[config.mk]
export PLATFORM = sky130hd
export DESIGN_NAME = edq_ctrl
export DESIGN_NICKNAME = d
export VERILOG_FILES = /design/src/rtl/edq_pkg.sv /design/src/rtl/edq_ctrl.sv
export SDC_FILE = /design/constraint.sdc
export NUM_CORES = 1
export LEC_CHECK = 0
export BUFFER_PORTS_ARGS = -buffer_cell sky130_fd_sc_hd__buf_2
export CAP_MARGIN = 20
export CORE_AREA = 2 2 39 41
export CTS_CLUSTER_DIAMETER = 120
export DETAILED_ROUTE_END_ITERATION = 12
export DIE_AREA = 0 0 41 43
export SLEW_MARGIN = 20
export SYNTH_ARGS = -nofsm -noshare
export SYNTH_HDL_FRONTEND = slang
export SYNTH_SLANG_ARGS = --single-unit
[constraint.sdc]
create_clock -name clk -period 1.6 [get_ports clk]
set_input_delay 0.16 -clock clk [delete_from_list [all_inputs] [get_ports clk]]
set_output_delay 0.16 -clock clk [all_outputs]
set_load 0.01 [all_outputs]
[src/rtl/edq_pkg.sv]
`timescale 1ns / 1ps
`default_nettype none
// ----------------------------------------------------------------------------
// edq_pkg: shared types and constants for the empirical quantile unit
// Field widths, status and command codes, and the controller/datapath
// command and status structs.
// ----------------------------------------------------------------------------
package edq_pkg;

  localparam int VALUE_W  = 64;
  localparam int WEIGHT_W = 16;
  localparam int LOC_W    = 16;
  localparam int COUNT_W  = 9;
  localparam int CMD_W    = 2;
  localparam int STATUS_W = 2;

  localparam int DEF_TABLE_DEPTH            = 256;
  localparam int DEF_LOCATION_FRACTION_BITS = 16;

  typedef enum logic [CMD_W-1:0] {
    CMD_CLEAR  = 2'd0,
    CMD_INSERT = 2'd1,
    CMD_QUERY  = 2'd2
  } command_t;

  typedef enum logic [STATUS_W-1:0] {
    ST_OK    = 2'd0,
    ST_EMPTY = 2'd1,
    ST_FULL  = 2'd2,
    ST_ZERO  = 2'd3
  } status_t;

  typedef enum logic [3:0] {
    OP_NONE,
    OP_LATCH,
    OP_CLEAR,
    OP_REPORT,
    OP_INS_START,
    OP_INS_CMP,
    OP_INS_PUT,
    OP_Q_MUL,
    OP_Q_WALK,
    OP_LOAD_OUT
  } op_t;

  typedef struct packed {
    op_t     op;
    status_t status;
  } dp_ctl_t;

  typedef struct packed {
    logic [CMD_W-1:0] cmd;
    logic             weight_zero;
    logic             full;
    logic             empty;
    logic             greater;
    logic             pos_one;
    logic             hit;
  } dp_stat_t;

endpackage

`default_nettype wire

[src/rtl/edq_ctrl.sv]
`timescale 1ns / 1ps
`default_nettype none
// ----------------------------------------------------------------------------
// edq_ctrl: command sequencer
// Decodes each accepted item, steps the datapath through the insert
// shift or quantile walk, and owns the response valid flag.
// ----------------------------------------------------------------------------
module edq_ctrl (
  input  logic              clk,
  input  logic              rst,
  input  logic              in_valid,
  output logic              in_ready,
  output logic              out_valid,
  input  logic              out_ready,
  output edq_pkg::dp_ctl_t  ctl,
  input  edq_pkg::dp_stat_t stat
);
  import edq_pkg::*;

  typedef enum logic [2:0] {
    S_IDLE,
    S_DECODE,
    S_INS_CMP,
    S_INS_PUT,
    S_Q_WALK,
    S_RESP
  } state_t;

  state_t state;
  state_t state_next;
  logic   out_free;

  assign in_ready = (state == S_IDLE);
  assign out_free = !out_valid || out_ready;

  always_comb begin
    state_next = state;
    ctl.op     = OP_NONE;
    ctl.status = ST_OK;
    unique case (state)
      S_IDLE: begin
        if (in_valid) begin
          ctl.op     = OP_LATCH;
          state_next = S_DECODE;
        end
      end
      S_DECODE: begin
        state_next = S_RESP;
        unique case (stat.cmd)
          CMD_CLEAR: ctl.op = OP_CLEAR;
          CMD_INSERT: begin
            if (stat.weight_zero) begin
              ctl.op     = OP_REPORT;
              ctl.status = ST_ZERO;
            end else if (stat.full) begin
              ctl.op     = OP_REPORT;
              ctl.status = ST_FULL;
            end else begin
              ctl.op     = OP_INS_START;
              state_next = stat.empty ? S_INS_PUT : S_INS_CMP;
            end
          end
          CMD_QUERY: begin
            if (stat.empty) begin
              ctl.op     = OP_REPORT;
              ctl.status = ST_EMPTY;
            end else begin
              ctl.op     = OP_Q_MUL;
              state_next = S_Q_WALK;
            end
          end
          default: ctl.op = OP_REPORT;
        endcase
      end
      S_INS_CMP: begin
        ctl.op = OP_INS_CMP;
        if (!stat.greater) begin
          state_next = S_RESP;
        end else if (stat.pos_one) begin
          state_next = S_INS_PUT;
        end
      end
      S_INS_PUT: begin
        ctl.op     = OP_INS_PUT;
        state_next = S_RESP;
      end
      S_Q_WALK: begin
        ctl.op = OP_Q_WALK;
        if (stat.hit) begin
          state_next = S_RESP;
        end
      end
      S_RESP: begin
        if (out_free) begin
          ctl.op     = OP_LOAD_OUT;
          state_next = S_IDLE;
        end
      end
      default: state_next = S_IDLE;
    endcase
  end

  always_ff @(posedge clk) begin
    if (rst) begin
      state     <= S_IDLE;
      out_valid <= 1'b0;
    end else begin
      state <= state_next;
      if (ctl.op == OP_LOAD_OUT) begin
        out_valid <= 1'b1;
      end else if (out_ready) begin
        out_valid <= 1'b0;
      end
    end
  end

endmodule

`default_nettype wire

==> reports/results.ini, run 1 <==
[outcome]
outcome = complete, no violations

[synthesis]
ys_warn_count = 0
synth_edf_count = 0
syn_inst = 63
syn_area_per_cell_um2 = 7.57
ys_seq_area_frac = 0.168
ys.flop_type = dfxtp_1
syn-cell-area_um2 = 477
ys_types = 30
synth_fp_nets = 79
async_reset_ff_frac = 0
synth-seq-cells = 4

[global_routing]
grt_usage = 0.136
grt_max_degree = 13
first_global_vias = 418
grt_pass1_wl_mm = 1.71
antenna_found_initial = 0
overflow = 0

[setup_path]
cp.arrival_ns = 1.26
crit_path_end_kind = primary output
critPathMaxStageDelay_ns = 0.31
cp.required_ns = 1.44
worstPathMaxFanout = 3
cp-start-kind = flop
crit_family = compound AO/OA/AOI/OAI gates
cp_slowest_cell = dfxtp_1
path_class = reg2out
crit_chain = nor2b_1 > a211o_1 > o32ai_1 > buf_2
critPathBufInv = 1

[timing]
finalSetupTns_ns = 0
hold-worst-slack_ns = 0.157
maxSlewViolCount = 0
fmax_ghz = 0.702
hold_violations = 0
skew_ns = 0.00253
tightest_slew_ns = 0.438
min_period_over_period = 0.890
slew_headroom = 0.708
setup_viol = 0
fin_crit_ns = 1.42
grt_setup_unrepaired = false

[cts]
cts_root_buf = clkbuf_4
clk_path_buf_depth = 2
htree_levels = 1
cts_hold_buffers = 0
post-cts-setup-buffers = 0
clock_latency_ns = 0.23
ctsResizeCount = 0
numCtsBuffers = 3
cts_tree = done
cts.sinks = 4
clk_pin_slew_ns = 0.04

[power]
p_per_area_nw_per_um2 = 688
ir_worst_vdd_mv = 0.257
leakage_nw = 0.279

[route]
dr.pass1.iters = 2
met3_length_um = 60
wl_mm = 1.08
vias_per_cell = 5.02
route.met2.wl_um = 467
drtIter0Drc = 7
met1_length_um = 547
vias = 497
ant_nets = 0
wl_per_cell_um = 10.9
dr.max_layer_used = met3
drcViolationCount = 0

[final_layout]
drive_above_1_share = 0.361
layout_common_cells = buf_2, nor2_1, a21oi_1
insertedDiodeCount = 0
layout_commonest_cell = buf_2
fin_area_um2 = 593
synthToLayoutAreaGrowth_pct = 24.4
nNetsFinal = 101

[floorplanning]
io_pins = 20
fp-row-count = 14
die_w_um = 41
core_um2 = 1380
start_util = 0.344
die_h_um = 43
dieArea_um2 = 1760

[hold_path]
hp-class = in2reg

[placement]
port_buffers = 19
dpl_cell_area_um2 = 569
hpwlAfterDp_um = 869
gp_congestion = 0.700

[job]
maxCapViolCount = 0

==> routing by layer <==
layer / vias to the layer above / global-route usage
li1: 267 / -
met1: 213 / 0.192
met3: 0 / 0.0471
met2: 17 / 0.200
met5: - / 0
met4: 0 / 0.0200
==> cell families (layout without fill, tap and decap cells) <==
| kind of cell | Yosys count | in the layout | share of synthesized area |
|---|---|---|---|
| AO/OA/AOI/OAI | 23 | 23 | 0.354 |
| adder cells (fa/ha/maj) | 4 | 4 | 0.105 |
| buffers and inverters | 9 | 29 | 0.110 |
| flip-flops | 4 | 4 | 0.168 |
| AND/OR/NAND/NOR | 23 | 23 | 0.262 |
==> metrics by stage <==
step	util	std cells	total power [mW]	worst slack [ns]
6_report	0.429	99	0.408	0.176
5_1_grt	0.429	99	0.444	0.0408
4_1_cts	0.428	99	0.415	0.0911
3_5_place_dp	0.411	96	0.290	0.171
3_3_place_gp	0.411	96	0.288	0.246
2_1_floorplan	-	63	0.239	0.413
==> power breakdown <==
group / internal (mW) / leakage, nW / switching, mW
Combinational: 0.0730 / 0.232 / 0.0916
Sequential: 0.109 / 0.0332 / 0.0142
Clock: 0.0836 / 0.0138 / 0.0368
==> sequential cells by signal (all words and copies together) (netlist names) <==
| name | flops |
|---|---|
| state | 3 |
| out_valid | 1 |
==> cell type report <==
| class | count | area [µm²] |
|---|---|---|
| repair buffers | 20 | 103 |
| inverters | 6 | 22.5 |
| clock buffers | 3 | 22.5 |
| well taps | 16 | 20.0 |
| flip-flops and latches | 4 | 81.3 |
| fillers | 152 | 791 |
| multi-input cells | 50 | 344 |
==> synthesized netlist by cell type (all sizes together) (2+ instances only) <==
cell type,n,area share
buf,3,0.063
nand2b,2,0.026
nand2,2,0.016
nor2,9,0.087
ha,4,0.10
a21oi,9,0.11
or2,2,0.026
o32ai,2,0.053
inv,6,0.047
nand3,2,0.031
nor3,2,0.021
o21ai,4,0.042
dfxtp,4,0.17
nor2b,2,0.026
==> path summary, 6_finish.rpt <==
path	from	depth (start not counted)	slack, ns	endpoint
max reg2reg	state[2]	3	0.30	state[0]
min reg2reg	out_valid	2	0.57	out_valid
min	rst	2	0.16	state[1]
max	out_valid	4	0.18	ctl[2]
Note: power is estimated with default switching activity, not from simulation.
==> inputs of run 2 (changes only) <==
==> constraint.sdc (replaced) <==
create_clock -name clk -period 1.6 [get_ports clk]
set_input_delay 0.24 -clock clk [delete_from_list [all_inputs] [get_ports clk]]
set_output_delay 0.24 -clock clk [all_outputs]
set_load 0.01 [all_outputs]
==> reports/results.ini, run 2 (same netlist as run 1, synthesis figures left out) <==
[hold_path]
hp-class = in2reg
whs_endpoint = state[1]
min_from = rst
holdPathStages = 2  ; unchanged

[floorplanning]
core_um2 = 1380  ; unchanged
die_h_um = 43  ; unchanged
start_util = 0.344  ; unchanged
dieArea_um2 = 1760  ; unchanged
io_pins = 20  ; unchanged
fp-row-count = 14  ; unchanged
die_w_um = 41  ; unchanged

[cts]
post-cts-setup-buffers = 0  ; unchanged
numCtsBuffers = 3  ; unchanged
cts_hold_buffers = 0  ; unchanged
cts_root_buf = clkbuf_4
htree_levels = 1  ; unchanged
clk_pin_slew_ns = 0.04  ; about the same
cts_tree = done
ctsResizeCount = 0  ; unchanged
cts.sinks = 4  ; unchanged
clock_latency_ns = 0.23  ; about the same
clk_path_buf_depth = 2  ; unchanged

[timing]
skew_ns = 0.00594  ; +0.00341 ns
setup_ws_ns = 0.0895  ; -0.0868 ns
hold_violations = 0  ; unchanged
maxSlewViolCount = 0  ; unchanged
fmax_ghz = 0.662  ; -5.7%
finalSetupTns_ns = 0  ; unchanged
fin_crit_ns = 1.51  ; +0.0868 ns
setup_viol = 0  ; unchanged
grt_setup_unrepaired = false
min_period_over_period = 0.944  ; +0.0542
tightest_slew_ns = 0.286  ; -0.152 ns
slew_headroom = 0.806  ; +0.0987

[power]
ir_worst_vdd_mv = 0.291  ; +13%
leakage_nw = 0.279  ; -0.25%
p_per_area_nw_per_um2 = 689  ; +0.26%

[final_layout]
insertedDiodeCount = 0  ; unchanged
drive_above_1_share = 0.398  ; +0.0361
layout_common_cells = buf_2, nor2_1, a21oi_1
max_flop_register = state
nNetsFinal = 101  ; unchanged
synthToLayoutAreaGrowth_pct = 25.7
reg_top3 = state (3), out_valid (1)
multiInputGateArea_um2 = 349  ; +1.5%
post-route-util = 0.433  ; +0.00452
seq_area_um2 = 82.6  ; +1.5%
layout_commonest_cell = buf_2
fillCellCount = 150  ; -1.3%
largest_reg_flops = 3  ; unchanged
final_cells = 99  ; unchanged
fin_area_um2 = 599  ; +1.1%

[placement]
dpl.cell_count = 96  ; unchanged
port_buffers = 19  ; unchanged
hpwlAfterDp_um = 839  ; -3.5%
dpl_cell_area_um2 = 569  ; unchanged
dp_slack_ns = 0.0351  ; -0.136 ns
gp_congestion = 0.697  ; -0.43%

[route]
ant_nets = 0  ; unchanged
drtIter0Drc = 11  ; +4
drcViolationCount = 0  ; unchanged
vias_per_cell = 5.13  ; +2.2%
dr.pass1.iters = 4  ; +2
wl_mm = 1.07  ; -0.47%
wl_per_cell_um = 10.8  ; -0.47%
vias = 508  ; +2.2%

[outcome]
outcome = complete, no violations

[setup_path]
rr_startpoint = state[2]
r2r-end = state[0]
worstPathMaxFanout = 3  ; unchanged
critPathMaxStageDelay_ns = 0.31  ; about the same
cp.arrival_ns = 1.27  ; about the same
cp-start-kind = flop
crit_family = compound AO/OA/AOI/OAI gates
path_class = reg2out
critPathBufInv = 1  ; unchanged
crit_chain = nor2b_1 > a211o_1 > o32ai_1 > buf_2
cp.required_ns = 1.36  ; -0.08 ns
cp_slowest_cell = dfxtp_1
r2r_cells = 3  ; unchanged
crit_path_end_kind = primary output
r2r_setup_slack_ns = 0.44  ; +0.14 ns

[global_routing]
overflow = 0  ; unchanged
grt_usage = 0.136  ; unchanged
first_global_vias = 423  ; +1.2%
grt_max_degree = 13  ; unchanged
antenna_found_initial = 0  ; unchanged
grt_pass1_wl_mm = 1.70  ; -0.82%

[job]
maxCapViolCount = 0  ; unchanged

==> run 2: worst register-to-register path, stage by stage (launching register included) <==
cell and delay, ns:
dfxtp_2 0.46, nand2b_1 0.15, or2_1 0.26, o32ai_2 0.21
==> run 2: worst max path at each step <==
stage	cells past startpoint	slack, ns	start	endpoint
final	4	0.09	out_valid	ctl[2]
after global placement	7	0.09	stat[7]	ctl[3]
after global routing	7	0.002	stat[7]	ctl[3]
after detailed placement	7	0.04	stat[7]	ctl[3]
after CTS	3	0.01	state[1]	ctl[2]
after floorplan	5	0.25	stat[7]	ctl[3]
==> run 2: metal layers <==
| metal | vias to the layer above | GRT usage | wire length, µm |
|---|---|---|---|
| met5 | - | 0 | 0 |
| met4 | 0 | 0.0200 | 0 |
| met3 | 0 | 0.0471 | 75 |
| met2 | 21 | 0.213 | 459 |
| met1 | 220 | 0.179 | 536 |
| li1 | 267 | - | - |
==> run 2: power breakdown <==
part	leakage [nW]	switching, mW	internal, mW
logic	0.231	0.0923	0.0736
registers	0.0336	0.0147	0.109
clock network	0.0138	0.0395	0.0837
total	0.279	0.147	0.267
==> run 2: through the flow <==
| stage | hold slack, ns | total power [mW] |
|---|---|---|
| 6_report | 0.234 | 0.413 |
| 5_1_grt | 0.240 | 0.445 |
| 4_1_cts | 0.232 | 0.419 |
| 3_5_place_dp | 0.479 | 0.289 |
| 2_1_floorplan | 0.302 | 0.239 |
| 3_3_place_gp | 0.474 | 0.288 |
==> run 2: area by class of cell <==
type,count,share of cell area
multi-input cells,50,0.582
repair buffers,20,0.171
flip-flops and latches,4,0.138
well taps,16,0.0334
clock buffers,3,0.0376
inverters,6,0.0376
==> inputs of run 3 (changes only) <==
--- a/config.mk
+++ b/config.mk
@@ -11,6 +11,7 @@
 export CTS_CLUSTER_DIAMETER = 120
 export DETAILED_ROUTE_END_ITERATION = 12
 export DIE_AREA = 0 0 41 43
+export RECOVER_POWER = 25
 export SLEW_MARGIN = 20
 export SYNTH_ARGS = -nofsm -noshare
 export SYNTH_HDL_FRONTEND = slang
==> reports/results.ini, run 3 (same netlist as run 1, synthesis figures left out) <==
[outcome]
outcome = complete, no violations

[placement]
gp_congestion = 0.697  ; unchanged
hpwlAfterDp_um = 839  ; unchanged
dp_slack_ns = 0.0351  ; unchanged
dpl.cell_count = 96  ; unchanged
port_buffers = 19  ; unchanged
dpl_cell_area_um2 = 569  ; unchanged

[global_routing]
overflow = 0  ; unchanged
grt_max_degree = 13  ; unchanged
grt_usage = 0.136  ; unchanged
first_global_vias = 423  ; unchanged
antenna_found_initial = 0  ; unchanged
grt_pass1_wl_mm = 1.70  ; unchanged

[route]
ant_nets = 0  ; unchanged
drtIter0Drc = 11  ; unchanged
met1_length_um = 547  ; +2.1%
drcViolationCount = 0  ; unchanged
dr.max_layer_used = met3
wl_mm = 1.06  ; -1.2%
dr.pass1.iters = 2  ; -2
vias = 495  ; -2.6%
wl_per_cell_um = 10.7  ; -1.2%
route.met2.wl_um = 450  ; -2.0%
vias_per_cell = 5.00  ; -2.6%
met3_length_um = 59  ; -21%

[setup_path]
r2r-end = state[0]
worstPathMaxFanout = 3  ; unchanged
crit_path_end_kind = primary output
r2r_cells = 3  ; unchanged
r2r_setup_slack_ns = 0.45  ; about the same
path_class = reg2out
endpoint = ctl[2]
startpoint = out_valid
rr_startpoint = state[2]
cp.required_ns = 1.36  ; about the same
cp-start-kind = flop
cp.arrival_ns = 1.27  ; about the same

[final_layout]
synthToLayoutAreaGrowth_pct = 25.5
final_cells = 99  ; unchanged
post-route-util = 0.432  ; -0.000904
layout_common_cells = buf_2, nor2_1, a21oi_1
reg_top3 = state (3), out_valid (1)
largest_reg_flops = 3  ; unchanged
fin_area_um2 = 598  ; -0.21%
nNetsFinal = 101  ; unchanged
drive_above_1_share = 0.386  ; -0.0120
layout_commonest_cell = buf_2
max_flop_register = state
insertedDiodeCount = 0  ; unchanged

[power]
internal_power_mw = 0.266  ; -0.12%
p_seq_frac = 0.301  ; about the same
swShare = 0.353  ; -0.00203
ir_worst_vdd_mv = 0.291  ; about the same
leakage_nw = 0.274  ; -1.6%
p_total_mw = 0.411  ; -0.43%
clkPwrFrac = 0.297  ; about the same
p_per_area_nw_per_um2 = 688  ; -0.22%
p_comb_frac = 0.402  ; about the same
switching_power_mw = 0.145  ; -1.0%

[floorplanning]
dieArea_um2 = 1760  ; unchanged
die_h_um = 43  ; unchanged
die_w_um = 41  ; unchanged
start_util = 0.344  ; unchanged
core_um2 = 1380  ; unchanged
fp-row-count = 14  ; unchanged
io_pins = 20  ; unchanged

[job]
maxCapViolCount = 0  ; unchanged

[cts]
ctsResizeCount = 0  ; unchanged
cts_tree = done
clock_latency_ns = 0.23  ; about the same
cts_root_buf = clkbuf_4
numCtsBuffers = 3  ; unchanged
post-cts-setup-buffers = 0  ; unchanged
cts_hold_buffers = 0  ; unchanged
htree_levels = 1  ; unchanged
clk_pin_slew_ns = 0.04  ; about the same
cts.sinks = 4  ; unchanged
clk_path_buf_depth = 2  ; unchanged

[timing]
tightest_slew_ns = 0.294  ; +0.00777 ns
fin_crit_ns = 1.51  ; +0.000713 ns
setup_ws_ns = 0.0888  ; -0.000713 ns
setup_viol = 0  ; unchanged
fmax_ghz = 0.662  ; about the same
slew_headroom = 0.801  ; -0.00526
grt_setup_unrepaired = false
finalSetupTns_ns = 0  ; unchanged
hold_violations = 0  ; unchanged
maxSlewViolCount = 0  ; unchanged
skew_ns = 0.00615  ; +0.000202 ns
hold-worst-slack_ns = 0.238  ; +0.00441 ns
min_period_over_period = 0.945  ; about the same

[hold_path]
hp-class = in2reg

==> run 3: layout make-up <==
type	count	area [µm²]
fill	151	786
multi-input combinational	50	349
timing repair buffer	20	101
sequential	4	82.6
clock buffer	3	22.5
inverter	6	22.5
tap	16	20.0
==> run 3: critical path, stage by stage, from the launching register on <==
cell	delay (ns)
dfxtp_1	0.31
nor2b_1	0.15
a211o_1	0.29
o32ai_1	0.11
buf_2	0.17
==> run 3: layer usage <==
layer	GRT usage	up-vias
met1	0.179	210
met3	0.0471	0
met2	0.213	17
met5	0	-
met4	0.0200	0
li1	-	268
==> run 3: how the worst min path moves through the flow <==
stage / start / to / slack (ns) / depth (start not counted)
CTS: rst / state[1] / 0.23 / 2
global route: rst / state[1] / 0.24 / 2
finish: rst / state[1] / 0.24 / 2
global placement: rst / state[1] / 0.47 / 2
detailed placement: rst / state[1] / 0.48 / 2
floorplan: rst / state[1] / 0.30 / 1
==> run 3: power groups by stage <==
stage | logic (mW) | registers, mW | clock network (mW)
3_5_place_dp | 0.165 | 0.124 | 0
6_report | 0.165 | 0.124 | 0.122
4_1_cts | 0.166 | 0.122 | 0.131
2_1_floorplan | 0.121 | 0.118 | 0
3_3_place_gp | 0.165 | 0.124 | 0
5_1_grt | 0.185 | 0.126 | 0.134
